`src/sv/sensor_sample_report_filter_unit_defines.svh`:
```
// Assertion helpers for the sensor sample/report filter.
`ifndef SENSOR_SAMPLE_REPORT_FILTER_UNIT_DEFINES_SVH
`define SENSOR_SAMPLE_REPORT_FILTER_UNIT_DEFINES_SVH

`ifndef SYNTH
// same-cycle implication
`define SSRF_ASSERT_IMP(name, clk, rst, ante, cons, msg) \
   name: assert property (@(posedge clk) disable iff (rst) (ante) |-> (cons)) \
      else $error(msg);
// next-cycle implication
`define SSRF_ASSERT_NXT(name, clk, rst, ante, cons, msg) \
   name: assert property (@(posedge clk) disable iff (rst) (ante) |=> (cons)) \
      else $error(msg);
`else
`define SSRF_ASSERT_IMP(name, clk, rst, ante, cons, msg)
`define SSRF_ASSERT_NXT(name, clk, rst, ante, cons, msg)
`endif

`endif

```
`src/sv/ssrf_pkg.sv`:
```
package ssrf_pkg;

   localparam int VALUE_W = 24;

   typedef logic [31:0]                stamp_type;
   typedef logic [9:0]                 counts_type;
   typedef logic signed [VALUE_W-1:0]  value_type;
   typedef logic [22:0]                step_type;
   typedef logic [15:0]                period_type;
   typedef logic [1:0]                 mode_type;
   typedef logic [2:0]                 reason_type;

   // count range defaults (top-level parameters)
   localparam int COUNT_LOW_DEF  = 0;
   localparam int COUNT_HIGH_DEF = 1023;

   // a new sample needs strictly more than this many seconds
   localparam stamp_type SAMPLE_INTERVAL = 32'd1;

   localparam mode_type MODE_ANALOG     = 2'd0;
   localparam int       MODE_INVERT_BIT = 1;

   localparam reason_type REASON_NONE       = 3'd0;
   localparam reason_type REASON_GT         = 3'd1;
   localparam reason_type REASON_LT         = 3'd2;
   localparam reason_type REASON_STEP       = 3'd3;
   localparam reason_type REASON_HEARTBEAT  = 3'd4;
   localparam reason_type REASON_BIT_CHANGE = 3'd5;

   // CSR map
   localparam int CSR_ADDR_W = 5;
   localparam int CSR_DATA_W = 32;
   typedef logic [CSR_ADDR_W-3:0] reg_index_type;

   localparam reg_index_type REG_SENSOR_MODE     = 3'd0;
   localparam reg_index_type REG_VALUE_MIN       = 3'd1;
   localparam reg_index_type REG_VALUE_MAX       = 3'd2;
   localparam reg_index_type REG_UPPER_THRESHOLD = 3'd3;
   localparam reg_index_type REG_LOWER_THRESHOLD = 3'd4;
   localparam reg_index_type REG_STEP_SIZE       = 3'd5;
   localparam reg_index_type REG_MIN_PERIOD      = 3'd6;
   localparam reg_index_type REG_MAX_PERIOD      = 3'd7;

   localparam mode_type   SENSOR_MODE_RST     = MODE_ANALOG;
   localparam value_type  VALUE_MIN_RST       = 24'sd0;
   localparam value_type  VALUE_MAX_RST       = 24'sd25600;
   localparam value_type  UPPER_THRESHOLD_RST = 24'sd10240;
   localparam value_type  LOWER_THRESHOLD_RST = 24'sd15360;
   localparam step_type   STEP_SIZE_RST       = 23'd256;
   localparam period_type MIN_PERIOD_RST      = 16'd1;
   localparam period_type MAX_PERIOD_RST      = 16'd5;

endpackage

```
`src/sv/ssrf_req_if.sv`:
```
interface ssrf_req_if import ssrf_pkg::*; ();

   logic       valid;
   logic       ready;
   stamp_type  timestamp;
   counts_type raw_counts;
   logic       raw_bit;

   modport source (output valid, output timestamp, output raw_counts, output raw_bit,
                   input ready);
   modport sink   (input valid, input timestamp, input raw_counts, input raw_bit,
                   output ready);

endinterface

```
`src/sv/ssrf_rsp_if.sv`:
```
interface ssrf_rsp_if import ssrf_pkg::*; ();

   logic       valid;
   logic       ready;
   logic       sampled;
   logic       report;
   reason_type reason;
   value_type  scaled_value;
   logic       bit_value;

   modport source (output valid, output sampled, output report, output reason,
                   output scaled_value, output bit_value, input ready);
   modport sink   (input valid, input sampled, input report, input reason,
                   input scaled_value, input bit_value, output ready);

endinterface

```
`src/sv/sensor_sample_report_filter_unit.sv`:
```
// Sensor sample/report filter.
// Pipeline: 7 registers from request accept to result valid.
// Throughput: one request per cycle while results are taken; rsp_chan.ready low stalls
//   the scaling stages (count multiply, reciprocal divide split into partial products, offset add).
// Reset (synchronous, active high): pipeline emptied, CSRs to defaults,
//   held values, reported values and timestamps cleared to zero.
`include "sensor_sample_report_filter_unit_defines.svh"

module sensor_sample_report_filter_unit
   import ssrf_pkg::*;
#(
   parameter int COUNT_LOW  = COUNT_LOW_DEF,
   parameter int COUNT_HIGH = COUNT_HIGH_DEF
) (
   input  logic                  clock,
   input  logic                  reset,
   ssrf_req_if.sink              req_chan,
   ssrf_rsp_if.source            rsp_chan,
   input  logic                  csr_psel,
   input  logic                  csr_penable,
   input  logic                  csr_pwrite,
   input  logic [CSR_ADDR_W-1:0] csr_paddr,
   input  logic [CSR_DATA_W-1:0] csr_pwdata,
   output logic [CSR_DATA_W-1:0] csr_prdata,
   output logic                  csr_pready
);

   // ------------------------------------------------------------------
   // Scaling constants. value = vmin + round(c * (vmax - vmin) / SPAN),
   // ties away from zero. The divide by SPAN is an exact reciprocal
   // multiply: for x < 2**MAG_W, floor(x / SPAN) ==
   // (x * RECIP) >> (MAG_W + SPAN_LOG), RECIP = ceil(2**(MAG_W+SPAN_LOG)/SPAN).
   // ------------------------------------------------------------------
   localparam bit SPAN_OK   = COUNT_HIGH > COUNT_LOW;   // empty span -> vmin
   localparam int SPAN      = SPAN_OK ? COUNT_HIGH - COUNT_LOW : 1;
   localparam int SPAN_W    = $clog2(SPAN + 1);
   localparam int SPAN_LOG  = $clog2(SPAN);
   localparam int PROD_W    = SPAN_W + VALUE_W + 2;     // signed c * diff
   localparam int MAG_W     = SPAN_W + VALUE_W;         // |c*diff| + SPAN/2
   localparam int RECIP_W   = MAG_W + 1;
   localparam logic [63:0] RECIP =
      ((64'd1 << (MAG_W + SPAN_LOG)) + 64'(SPAN) - 64'd1) / 64'(SPAN);
   localparam int QUOT_SHIFT = MAG_W + SPAN_LOG;
   localparam int QUOT_W     = VALUE_W + 1;
   localparam int AL_W       = (MAG_W + 1) / 2;
   localparam int AH_W       = MAG_W - AL_W;
   localparam int ML_W       = (RECIP_W + 1) / 2;
   localparam int MH_W       = RECIP_W - ML_W;
   localparam int PR_W       = MAG_W + RECIP_W;
   localparam logic [ML_W-1:0]  RECIP_LO  = RECIP[ML_W-1:0];
   localparam logic [MH_W-1:0]  RECIP_HI  = RECIP[RECIP_W-1:ML_W];
   localparam logic [MAG_W-1:0] HALF_SPAN = MAG_W'(SPAN / 2);

   localparam int CNT_EXT_W = 17;
   localparam logic [CNT_EXT_W-1:0] CNT_LO = CNT_EXT_W'(COUNT_LOW);
   localparam logic [CNT_EXT_W-1:0] CNT_HI = CNT_EXT_W'(COUNT_HIGH);

   localparam int SUM_W = VALUE_W + 2;
   localparam logic signed [SUM_W-1:0] SAT_HI = SUM_W'((2 ** (VALUE_W - 1)) - 1);
   localparam logic signed [SUM_W-1:0] SAT_LO = SUM_W'(-(2 ** (VALUE_W - 1)));

   localparam int NUM_STAGES = 6;

   // ------------------------------------------------------------------
   // CSRs
   // ------------------------------------------------------------------
   mode_type   sensor_mode_ff;
   value_type  value_min_ff;
   value_type  value_max_ff;
   value_type  upper_threshold_ff;
   value_type  lower_threshold_ff;
   step_type   step_size_ff;
   period_type min_period_ff;
   period_type max_period_ff;

   reg_index_type csr_index;
   logic          csr_write;

   assign csr_pready = 1'b1;
   assign csr_index  = csr_paddr[CSR_ADDR_W-1:2];
   assign csr_write  = csr_psel && csr_penable && csr_pwrite;

   always_ff @(posedge clock) begin
      if (reset) begin
         sensor_mode_ff     <= SENSOR_MODE_RST;
         value_min_ff       <= VALUE_MIN_RST;
         value_max_ff       <= VALUE_MAX_RST;
         upper_threshold_ff <= UPPER_THRESHOLD_RST;
         lower_threshold_ff <= LOWER_THRESHOLD_RST;
         step_size_ff       <= STEP_SIZE_RST;
         min_period_ff      <= MIN_PERIOD_RST;
         max_period_ff      <= MAX_PERIOD_RST;
      end else if (csr_write) begin
         unique case (csr_index)
            REG_SENSOR_MODE:     sensor_mode_ff     <= csr_pwdata[1:0];
            REG_VALUE_MIN:       value_min_ff       <= csr_pwdata[VALUE_W-1:0];
            REG_VALUE_MAX:       value_max_ff       <= csr_pwdata[VALUE_W-1:0];
            REG_UPPER_THRESHOLD: upper_threshold_ff <= csr_pwdata[VALUE_W-1:0];
            REG_LOWER_THRESHOLD: lower_threshold_ff <= csr_pwdata[VALUE_W-1:0];
            REG_STEP_SIZE:       step_size_ff       <= csr_pwdata[22:0];
            REG_MIN_PERIOD:      min_period_ff      <= csr_pwdata[15:0];
            REG_MAX_PERIOD:      max_period_ff      <= csr_pwdata[15:0];
         endcase
      end
   end

   // read data; signed values come back sign extended
   always_comb begin
      unique case (csr_index)
         REG_SENSOR_MODE:     csr_prdata = {30'd0, sensor_mode_ff};
         REG_VALUE_MIN:       csr_prdata = {{8{value_min_ff[VALUE_W-1]}}, value_min_ff};
         REG_VALUE_MAX:       csr_prdata = {{8{value_max_ff[VALUE_W-1]}}, value_max_ff};
         REG_UPPER_THRESHOLD:
            csr_prdata = {{8{upper_threshold_ff[VALUE_W-1]}}, upper_threshold_ff};
         REG_LOWER_THRESHOLD:
            csr_prdata = {{8{lower_threshold_ff[VALUE_W-1]}}, lower_threshold_ff};
         REG_STEP_SIZE:       csr_prdata = {9'd0, step_size_ff};
         REG_MIN_PERIOD:      csr_prdata = {16'd0, min_period_ff};
         REG_MAX_PERIOD:      csr_prdata = {16'd0, max_period_ff};
      endcase
   end

   // ------------------------------------------------------------------
   // Pipeline flow control. Each stage loads when it is empty or its
   // successor moves, so bubbles collapse and requests keep flowing while
   // a result waits in the output register.
   // ------------------------------------------------------------------
   logic [NUM_STAGES-1:0] s_valid_ff;
   logic [NUM_STAGES:0]   s_ready;
   logic                  rsp_valid_ff;
   logic                  out_load;

   always_comb begin
      s_ready[NUM_STAGES] = !rsp_valid_ff || rsp_chan.ready;
      for (int k = NUM_STAGES - 1; k >= 0; k--) begin
         s_ready[k] = !s_valid_ff[k] || s_ready[k+1];
      end
   end

   assign req_chan.ready = s_ready[0];
   assign out_load       = s_valid_ff[NUM_STAGES-1] && s_ready[NUM_STAGES];

   always_ff @(posedge clock) begin
      if (reset) begin
         s_valid_ff   <= '0;
         rsp_valid_ff <= 1'b0;
      end else begin
         if (s_ready[0]) begin
            s_valid_ff[0] <= req_chan.valid;
         end
         for (int k = 1; k < NUM_STAGES; k++) begin
            if (s_ready[k]) begin
               s_valid_ff[k] <= s_valid_ff[k-1];
            end
         end
         if (s_ready[NUM_STAGES]) begin
            rsp_valid_ff <= s_valid_ff[NUM_STAGES-1];
         end
      end
   end

   // timestamp and pin level ride along with the scaling stages
   stamp_type  pipe_ts_ff  [NUM_STAGES];
   logic       pipe_bit_ff [NUM_STAGES];
   counts_type s0_counts_ff;

   always_ff @(posedge clock) begin
      if (s_ready[0]) begin
         pipe_ts_ff[0]  <= req_chan.timestamp;
         pipe_bit_ff[0] <= req_chan.raw_bit;
         s0_counts_ff   <= req_chan.raw_counts;
      end
      for (int k = 1; k < NUM_STAGES; k++) begin
         if (s_ready[k]) begin
            pipe_ts_ff[k]  <= pipe_ts_ff[k-1];
            pipe_bit_ff[k] <= pipe_bit_ff[k-1];
         end
      end
   end

   // ------------------------------------------------------------------
   // Stage 0 -> 1: clamp counts to the range, multiply by (vmax - vmin).
   // ------------------------------------------------------------------
   logic [CNT_EXT_W-1:0]       cnt_ext;
   logic [CNT_EXT_W-1:0]       cnt_clamped;
   logic [CNT_EXT_W-1:0]       cnt_offset;
   logic signed [VALUE_W:0]    value_span;
   logic signed [PROD_W-1:0]   s1_prod_in;
   logic signed [PROD_W-1:0]   s1_prod_ff;

   always_comb begin
      cnt_ext = CNT_EXT_W'(s0_counts_ff);
      if (cnt_ext < CNT_LO) begin
         cnt_clamped = CNT_LO;
      end else if (cnt_ext > CNT_HI) begin
         cnt_clamped = CNT_HI;
      end else begin
         cnt_clamped = cnt_ext;
      end
      cnt_offset = cnt_clamped - CNT_LO;
      value_span = $signed({value_max_ff[VALUE_W-1], value_max_ff})
                 - $signed({value_min_ff[VALUE_W-1], value_min_ff});
      s1_prod_in = $signed({1'b0, cnt_offset[SPAN_W-1:0]}) * value_span;
   end

   // ------------------------------------------------------------------
   // Stage 1 -> 2: magnitude plus half span (round half away from zero).
   // ------------------------------------------------------------------
   logic [PROD_W-1:0] prod_bits;
   logic [PROD_W-1:0] prod_abs;
   logic [MAG_W-1:0]  s2_mag_in;
   logic [MAG_W-1:0]  s2_mag_ff;
   logic              s2_neg_ff;

   always_comb begin
      prod_bits = s1_prod_ff;
      prod_abs  = prod_bits[PROD_W-1] ? (~prod_bits + PROD_W'(1)) : prod_bits;
      s2_mag_in = prod_abs[MAG_W-1:0] + HALF_SPAN;
   end

   // ------------------------------------------------------------------
   // Stage 2 -> 3: reciprocal multiply as four partial products.
   // ------------------------------------------------------------------
   logic [AL_W+ML_W-1:0] s3_pp_ll_ff;
   logic [AL_W+MH_W-1:0] s3_pp_lh_ff;
   logic [AH_W+ML_W-1:0] s3_pp_hl_ff;
   logic [AH_W+MH_W-1:0] s3_pp_hh_ff;
   logic                 s3_neg_ff;

   // ------------------------------------------------------------------
   // Stage 3 -> 4: sum partial products, shift out the quotient.
   // ------------------------------------------------------------------
   logic [PR_W-1:0]   pp_sum;
   logic [QUOT_W-1:0] s4_quot_ff;
   logic              s4_neg_ff;

   assign pp_sum = PR_W'(s3_pp_ll_ff)
                 + (PR_W'(s3_pp_lh_ff) << ML_W)
                 + (PR_W'(s3_pp_hl_ff) << AL_W)
                 + (PR_W'(s3_pp_hh_ff) << (AL_W + ML_W));

   // ------------------------------------------------------------------
   // Stage 4 -> 5: restore sign, add vmin, saturate to 24 bits.
   // ------------------------------------------------------------------
   logic signed [SUM_W-1:0] quot_signed;
   logic signed [SUM_W-1:0] value_sum;
   value_type               s5_scaled_in;
   value_type               s5_scaled_ff;

   always_comb begin
      quot_signed = $signed({1'b0, s4_quot_ff});
      if (s4_neg_ff) begin
         quot_signed = -quot_signed;
      end
      value_sum = $signed({{2{value_min_ff[VALUE_W-1]}}, value_min_ff}) + quot_signed;
      if (!SPAN_OK) begin
         s5_scaled_in = value_min_ff;
      end else if (value_sum > SAT_HI) begin
         s5_scaled_in = SAT_HI[VALUE_W-1:0];
      end else if (value_sum < SAT_LO) begin
         s5_scaled_in = SAT_LO[VALUE_W-1:0];
      end else begin
         s5_scaled_in = value_sum[VALUE_W-1:0];
      end
   end

   always_ff @(posedge clock) begin
      if (s_ready[1]) begin
         s1_prod_ff <= s1_prod_in;
      end
      if (s_ready[2]) begin
         s2_mag_ff <= s2_mag_in;
         s2_neg_ff <= s1_prod_ff[PROD_W-1];
      end
      if (s_ready[3]) begin
         s3_pp_ll_ff <= s2_mag_ff[AL_W-1:0] * RECIP_LO;
         s3_pp_lh_ff <= s2_mag_ff[AL_W-1:0] * RECIP_HI;
         s3_pp_hl_ff <= s2_mag_ff[MAG_W-1:AL_W] * RECIP_LO;
         s3_pp_hh_ff <= s2_mag_ff[MAG_W-1:AL_W] * RECIP_HI;
         s3_neg_ff   <= s2_neg_ff;
      end
      if (s_ready[4]) begin
         s4_quot_ff <= pp_sum[QUOT_SHIFT +: QUOT_W];
         s4_neg_ff  <= s3_neg_ff;
      end
      if (s_ready[5]) begin
         s5_scaled_ff <= s5_scaled_in;
      end
   end

   // ------------------------------------------------------------------
   // Last stage -> output register: sample decision and report filter.
   // All held state is touched only here, so back-to-back requests see
   // the state left by the one before.
   // ------------------------------------------------------------------
   value_type  current_value_ff,  current_value_in;
   logic       current_bit_ff,    current_bit_in;
   value_type  reported_value_ff, reported_value_in;
   logic       reported_bit_ff,   reported_bit_in;
   stamp_type  report_time_ff,    report_time_in;
   stamp_type  sample_time_ff,    sample_time_in;

   logic       rsp_sampled_ff, rsp_report_ff, rsp_bit_ff;
   reason_type rsp_reason_ff,  reason_in;
   value_type  rsp_scaled_ff;

   stamp_type  out_ts;
   stamp_type  sample_age;
   stamp_type  report_age;
   logic       sample_hit;
   logic       report_open;
   logic       mode_analog;
   logic       pin_level;

   // numeric reason terms
   logic signed [VALUE_W:0] value_delta;
   logic [VALUE_W:0]        delta_bits;
   logic [VALUE_W:0]        delta_mag;
   logic                    gt_cross, lt_cross, in_band, step_hit, beat_hit;
   reason_type              numeric_reason;

   always_comb begin
      out_ts      = pipe_ts_ff[NUM_STAGES-1];
      sample_age  = out_ts - sample_time_ff;
      report_age  = out_ts - report_time_ff;
      sample_hit  = sample_age > SAMPLE_INTERVAL;
      report_open = report_age >= 32'(min_period_ff);
      beat_hit    = report_age >= 32'(max_period_ff);
      mode_analog = sensor_mode_ff == MODE_ANALOG;
      pin_level   = pipe_bit_ff[NUM_STAGES-1] ^ sensor_mode_ff[MODE_INVERT_BIT];

      // thresholds equal to the range end switch that crossing off
      gt_cross = (upper_threshold_ff < value_max_ff)
              && ((s5_scaled_ff > upper_threshold_ff)
                  != (reported_value_ff > upper_threshold_ff));
      lt_cross = (lower_threshold_ff > value_min_ff)
              && ((s5_scaled_ff < lower_threshold_ff)
                  != (reported_value_ff < lower_threshold_ff));
      in_band  = (s5_scaled_ff >= upper_threshold_ff)
              && (s5_scaled_ff <= lower_threshold_ff);
      value_delta = $signed({s5_scaled_ff[VALUE_W-1], s5_scaled_ff})
                  - $signed({reported_value_ff[VALUE_W-1], reported_value_ff});
      delta_bits  = value_delta;
      delta_mag   = delta_bits[VALUE_W] ? (~delta_bits + (VALUE_W+1)'(1)) : delta_bits;
      step_hit    = delta_mag >= (VALUE_W+1)'(step_size_ff);

      if (gt_cross) begin
         numeric_reason = REASON_GT;
      end else if (lt_cross) begin
         numeric_reason = REASON_LT;
      end else if (in_band && step_hit) begin
         numeric_reason = REASON_STEP;
      end else if (in_band && beat_hit) begin
         numeric_reason = REASON_HEARTBEAT;
      end else begin
         numeric_reason = REASON_NONE;
      end

      current_value_in  = current_value_ff;
      current_bit_in    = current_bit_ff;
      reported_value_in = reported_value_ff;
      reported_bit_in   = reported_bit_ff;
      report_time_in    = report_time_ff;
      sample_time_in    = sample_time_ff;
      reason_in         = REASON_NONE;

      if (sample_hit) begin
         sample_time_in = out_ts;
         // each mode keeps its own held value
         if (mode_analog) begin
            current_value_in = s5_scaled_ff;
         end else begin
            current_bit_in = pin_level;
         end
         if (report_open) begin
            if (mode_analog) begin
               reason_in = numeric_reason;
            end else if (pin_level != reported_bit_ff) begin
               reason_in = REASON_BIT_CHANGE;
            end else if (beat_hit) begin
               reason_in = REASON_HEARTBEAT;
            end
         end
         if (reason_in != REASON_NONE) begin
            report_time_in = out_ts;
            if (mode_analog) begin
               reported_value_in = s5_scaled_ff;
            end else begin
               reported_bit_in = pin_level;
            end
         end
      end
   end

   always_ff @(posedge clock) begin
      if (reset) begin
         current_value_ff  <= '0;
         current_bit_ff    <= 1'b0;
         reported_value_ff <= '0;
         reported_bit_ff   <= 1'b0;
         report_time_ff    <= '0;
         sample_time_ff    <= '0;
      end else if (out_load) begin
         current_value_ff  <= current_value_in;
         current_bit_ff    <= current_bit_in;
         reported_value_ff <= reported_value_in;
         reported_bit_ff   <= reported_bit_in;
         report_time_ff    <= report_time_in;
         sample_time_ff    <= sample_time_in;
      end
   end

   // output register payload
   always_ff @(posedge clock) begin
      if (s_ready[NUM_STAGES]) begin
         rsp_sampled_ff <= sample_hit;
         rsp_report_ff  <= reason_in != REASON_NONE;
         rsp_reason_ff  <= reason_in;
         rsp_scaled_ff  <= current_value_in;
         rsp_bit_ff     <= current_bit_in;
      end
   end

   assign rsp_chan.valid        = rsp_valid_ff;
   assign rsp_chan.sampled      = rsp_sampled_ff;
   assign rsp_chan.report       = rsp_report_ff;
   assign rsp_chan.reason       = rsp_reason_ff;
   assign rsp_chan.scaled_value = rsp_scaled_ff;
   assign rsp_chan.bit_value    = rsp_bit_ff;

   // ------------------------------------------------------------------
   // Checks
   // ------------------------------------------------------------------
   `SSRF_ASSERT_IMP(a_no_report_without_sample, clock, reset, rsp_chan.valid && !rsp_chan.sampled, !rsp_chan.report && (rsp_chan.reason == REASON_NONE), "report on a request that took no sample")
   `SSRF_ASSERT_NXT(a_report_sets_time, clock, reset, out_load && (reason_in != REASON_NONE), report_time_ff == $past(out_ts), "report time not updated on report")
   `SSRF_ASSERT_NXT(a_sample_time_held, clock, reset, out_load && !sample_hit, $stable(sample_time_ff), "sample time moved without a sample")

endmodule

```
`src/flat_wrapper.sv`:
```
// flat-port wrapper written by rule: the top's interface ports become plain ports
module sensor_sample_report_filter_unit_flat import ssrf_pkg::*;
#(
   parameter int COUNT_LOW  = COUNT_LOW_DEF,
   parameter int COUNT_HIGH = COUNT_HIGH_DEF
)
  (clock, reset, csr_psel, csr_penable, csr_pwrite, csr_paddr, csr_pwdata, csr_prdata, csr_pready, req_chan_valid, req_chan_timestamp, req_chan_raw_counts, req_chan_raw_bit, req_chan_ready, rsp_chan_valid, rsp_chan_sampled, rsp_chan_report, rsp_chan_reason, rsp_chan_scaled_value, rsp_chan_bit_value, rsp_chan_ready);
  ssrf_req_if req_chan_i ();
  ssrf_rsp_if rsp_chan_i ();
  input  logic clock;
  input  logic reset;
  input  logic csr_psel;
  input  logic csr_penable;
  input  logic csr_pwrite;
  input  logic [CSR_ADDR_W-1:0] csr_paddr;
  input  logic [CSR_DATA_W-1:0] csr_pwdata;
  output logic [CSR_DATA_W-1:0] csr_prdata;
  output logic csr_pready;
  input wire logic [$bits(req_chan_i.valid)-1:0] req_chan_valid;
  input wire logic [$bits(req_chan_i.timestamp)-1:0] req_chan_timestamp;
  input wire logic [$bits(req_chan_i.raw_counts)-1:0] req_chan_raw_counts;
  input wire logic [$bits(req_chan_i.raw_bit)-1:0] req_chan_raw_bit;
  output wire logic [$bits(req_chan_i.ready)-1:0] req_chan_ready;
  output wire logic [$bits(rsp_chan_i.valid)-1:0] rsp_chan_valid;
  output wire logic [$bits(rsp_chan_i.sampled)-1:0] rsp_chan_sampled;
  output wire logic [$bits(rsp_chan_i.report)-1:0] rsp_chan_report;
  output wire logic [$bits(rsp_chan_i.reason)-1:0] rsp_chan_reason;
  output wire logic [$bits(rsp_chan_i.scaled_value)-1:0] rsp_chan_scaled_value;
  output wire logic [$bits(rsp_chan_i.bit_value)-1:0] rsp_chan_bit_value;
  input wire logic [$bits(rsp_chan_i.ready)-1:0] rsp_chan_ready;
  assign req_chan_i.valid = req_chan_valid;
  assign req_chan_i.timestamp = req_chan_timestamp;
  assign req_chan_i.raw_counts = req_chan_raw_counts;
  assign req_chan_i.raw_bit = req_chan_raw_bit;
  assign req_chan_ready = req_chan_i.ready;
  assign rsp_chan_valid = rsp_chan_i.valid;
  assign rsp_chan_sampled = rsp_chan_i.sampled;
  assign rsp_chan_report = rsp_chan_i.report;
  assign rsp_chan_reason = rsp_chan_i.reason;
  assign rsp_chan_scaled_value = rsp_chan_i.scaled_value;
  assign rsp_chan_bit_value = rsp_chan_i.bit_value;
  assign rsp_chan_i.ready = rsp_chan_ready;
  sensor_sample_report_filter_unit #(.COUNT_LOW(COUNT_LOW), .COUNT_HIGH(COUNT_HIGH)) u_core (.clock(clock), .reset(reset), .req_chan(req_chan_i), .rsp_chan(rsp_chan_i), .csr_psel(csr_psel), .csr_penable(csr_penable), .csr_pwrite(csr_pwrite), .csr_paddr(csr_paddr), .csr_pwdata(csr_pwdata), .csr_prdata(csr_prdata), .csr_pready(csr_pready));
endmodule
```
`config.mk`:
```
export PLATFORM = sky130hd
export DESIGN_NAME = sensor_sample_report_filter_unit_flat
export DESIGN_NICKNAME = d
export VERILOG_FILES = /design/src/sv/ssrf_pkg.sv /design/src/sv/ssrf_req_if.sv /design/src/sv/ssrf_rsp_if.sv /design/src/sv/sensor_sample_report_filter_unit.sv /design/src/flat_wrapper.sv
export VERILOG_INCLUDE_DIRS = /design/src /design/src/sv
export SDC_FILE = /design/constraint.sdc
export NUM_CORES = 2
export LEC_CHECK = 0
export ABC_AREA = 0
export BUFFER_PORTS_ARGS = -buffer_cell sky130_fd_sc_hd__buf_2
export CAP_MARGIN = 20
export CELL_PAD_IN_SITES_DETAIL_PLACEMENT = 1
export CELL_PAD_IN_SITES_GLOBAL_PLACEMENT = 2
export CORE_MARGIN = 2
export CORE_UTILIZATION = 42
export DETAILED_ROUTE_END_ITERATION = 10
export GPL_TIMING_DRIVEN = 0
export PLACE_DENSITY = 0.86
export SETUP_SLACK_MARGIN = 0.3
export SYNTH_ARGS = -nofsm -noshare
export SYNTH_HDL_FRONTEND = slang
export SYNTH_SLANG_ARGS = --single-unit
```
`constraint.sdc`:
```
create_clock -name clock -period 9.3 [get_ports clock]
set_input_delay 1.395 -clock clock [delete_from_list [all_inputs] [get_ports clock]]
set_output_delay 1.395 -clock clock [all_outputs]
set_load 0.05 [all_outputs]
```
==> metrics.txt <==
Worst Slack Setup Final=0.7003 ns; Syn Inst Count=5803; fmax=0.1163 GHz; H-tree levels=3; Sw Pwr=8.189 mW; CP bufs+invs=6; synthesis-stage register bit count=732; RePlAce Congestion=0.9552; slew margin rel.=23.15%; Tmin final=8.600 ns; Final setup viols=0; Die Y=367.6 um; async set-or-reset flop fraction in the synthesized netlist=0%; sequential share of power=27.9%; combinational power share=53.0%; Clock Sinks=732; ys flop type=edfxtp_1; synth unique cells=90; clk_lat worst skew=0.73 ns; CP Capture Type=flop; crit path max fanout=10; DRC=0; Starting Density=42.28%; Yosys warning count=0; switching share of power=43.11%; vias in the first global route=46210; Seq/Total Area, Yosys=34.65%; layout cells sized above 1=7.214%; root buffer cell=clkbuf_16; Die ar.=135100 um2; Hold Crit Class=reg -> reg; CP delay by family, top=adder cells; hold_buf cts=0; Clock Power Share=19.1%; Util after Layout=47.27%; antenna-violating nets left=0; GRT Util Overall=26.30%; final hold vios=0; Worst-Margin Slew=1.153 ns; Netlist Area Pre-Place=55520 um2; Max IR drop VDD=0.2895 mV; Net Count, Synth=6793; DP Area=58680 um2; total wire length=178.0 mm; EDFF count, synth=458; Iteration-0 DRC Markers=2725; Finished Cell Area=62070 um2; initial antenna violation count=8; startpoint of the worst hold path=u_core.pipe_ts_ff[3][2]; num ports=152; cell mode on critical path=fa_1; Non-Filler Instances=7888; syn_area_per_cell=9.567 um2; worst setup path start=u_core.value_max_ff[0]; final cycle utilization of the critical path=92.47%; Arr. time, crit path=9.00 ns; area share of the largest cell type after synthesis=24.77%; DP Wirelength=142.0 mm; placeable core area=131300 um2; drt pass-1 iters=5; Avg WL per Cell=22.56 um; clock slew at reported path FFs=0.07 ns; CP max stage delay=0.55 ns; Clock Skew=0.06440 ns; Crit Path Category=reg -> reg; first-pass GRT wire length=274.4 mm; Power Dens Cells=306.1 nW/um2; crit start category=flop; GRT overflow=0; clk buf depth=3; CTS Buf Count=87; R2R Setup Slk=0.70 ns; CTS tree=done; pin count of the biggest net entering global routing=101; Vias/cell=5.572; pre-CTS WS=-0.2340 ns; Synth area leader=edfxtp_1; most area-consuming cells after synthesis=edfxtp_1, ha_1, dfxtp_1; P_int=10.81 mW; Layout area overhead=11.80%; Leak=25.54 nW; slowest cell on the critical path=fa_1; site row count=133; total via count after detailed routing=43950; Max Cap Violations=0; RR Startpoint=u_core.value_max_ff[0]; status=finished, final reports clean; Post-Place Cells=7713; final net count=7046; IO buf count=136; die width=367.6 um; Max Slew Vio Count=0; CP required=9.70 ns; RSZ-0062 raised after global routing=false
[power by group through the flow]
stage	Sequential, mW	Combinational (mW)	Clock (mW)
2_1_floorplan	5.13	7.22	0
3_3_place_gp	5.32	9.60	0
3_5_place_dp	5.35	9.99	0
4_1_cts	5.29	10.1	3.69
5_1_grt	5.35	11.5	3.81
6_report	5.30	10.1	3.63
[worst paths after layout]
check                       endpoint  cells past startpoint
max             u_core.prod_bits[35]                     35
min          u_core.pipe_ts_ff[4][2]                      0
max reg2reg     u_core.prod_bits[35]                     35
min reg2reg  u_core.pipe_ts_ff[4][2]                      0
[layout by cell type (no fill, tap or decap), types with 17 or more instances in the layout]
master,n
xnor2_1,205
edfxtp_1,458
or3_1,24
nand3_1,78
a31oi_1,22
nand4_1,52
clkbuf_1,183
and2_1,110
ha_1,657
nor2_1,259
fa_1,246
o211ai_1,21
buf_2,149
a21oi_1,421
dfxtp_1,273
a211oi_1,30
mux2_2,28
a21o_1,114
or2_2,17
inv_1,669
xor2_1,129
mux2i_1,78
o21ai_0,192
nand2b_1,93
a221oi_1,22
o31ai_1,63
a211o_1,21
nor4_1,26
nand2_1,718
nand4b_1,35
and3_1,32
o21bai_1,27
buf_4,26
nor3_1,85
o21a_1,53
clkbuf_16,88
nor2b_1,65
[cell usage after synthesis (all sizes together) (65+ instances only)]
cell type,n
inv,672
ha,657
fa,246
nand2b,93
a21oi,429
o31ai,65
mux2i,78
nor2,260
a21o,114
xor2,133
nor3,85
dfxtp,274
nor2b,65
xnor2,211
nand3,79
edfxtp,458
nand2,720
o21ai,198
and2,111
clkbuf,171
[cell type report]
class | instances | area (um2)
Buffer | 202 | 852.1
Clock buffer | 109 | 2341
Sequential cell | 732 | 19240
Tap cell | 1755 | 2196
Fill cell | 15010 | 69230
Inverter | 672 | 2527
Antenna cell | 6 | 15.01
Multi-Input combinational cell | 4197 | 33190
Clock inverter | 51 | 689.4
Timing Repair Buffer | 164 | 1015
[timing repair]
item,CTS,global route
gates resized for setup,25,22
pin swaps,1,5
endpoints found under the setup margin,7,5
endpoints found under the hold margin,0,0
buffers inserted,0,6
[sequential cells by signal, indices dropped and copies added (netlist names), 25 cells and up]
signal / cells
u_core.pipe_ts_ff: 192
u_core.s2_mag_ff: 34
u_core.report_time_ff: 32
u_core.sample_time_ff: 32
u_core.prod_bits: 35
u_core.s3_pp_hl_ff: 32
u_core.s4_quot_ff: 25
[per-stage QoR]
stage               setup TNS [ns]  total power, mW  hold slack (ns)
CTS                              0            19.12           0.4107
global route                     0            20.65           0.4085
finish                           0            19.00           0.4077
global placement           -0.3944            14.91           0.4005
floorplan                        0            12.35           0.4003
detailed placement         -0.3012            15.34           0.4052
[worst reg2reg max path: cells and delay by family, from the launching register on]
kind,cells,cell delay (ns)
buffers and inverters,6,0.54
XOR/XNOR,2,0.44
adder cells (fa/ha/maj),8,3.53
AO/OA/AOI/OAI,17,3.15
AND/OR/NAND/NOR,2,0.25
flip-flops,1,0.35
[layer usage]
metal	track usage, %	up-vias	part of all wire, %
li1	-	20680	-
met1	34.51	21930	44
met2	44.55	1048	48
met3	3.206	290	4.8
met4	9.347	2	3.8
met5	0	-	0.0067
[cell families (layout without fill, tap and decap cells)]
family | count (synthesis) | count (layout) | share of synthesized area, %
xor gates and xnor gates | 344 | 344 | 5.427
buffers and inverters | 874 | 1198 | 6.076
and+or+nand+nor | 1658 | 1658 | 14.28
AOI/OAI and AO/OA | 1174 | 1174 | 13.47
other | 1 | 7 | 0.006755
muxes | 117 | 117 | 2.407
adders and majority gates | 903 | 903 | 23.68
DFF | 732 | 732 | 34.65
No activity file was read; power rests on OpenSTA's default activity.
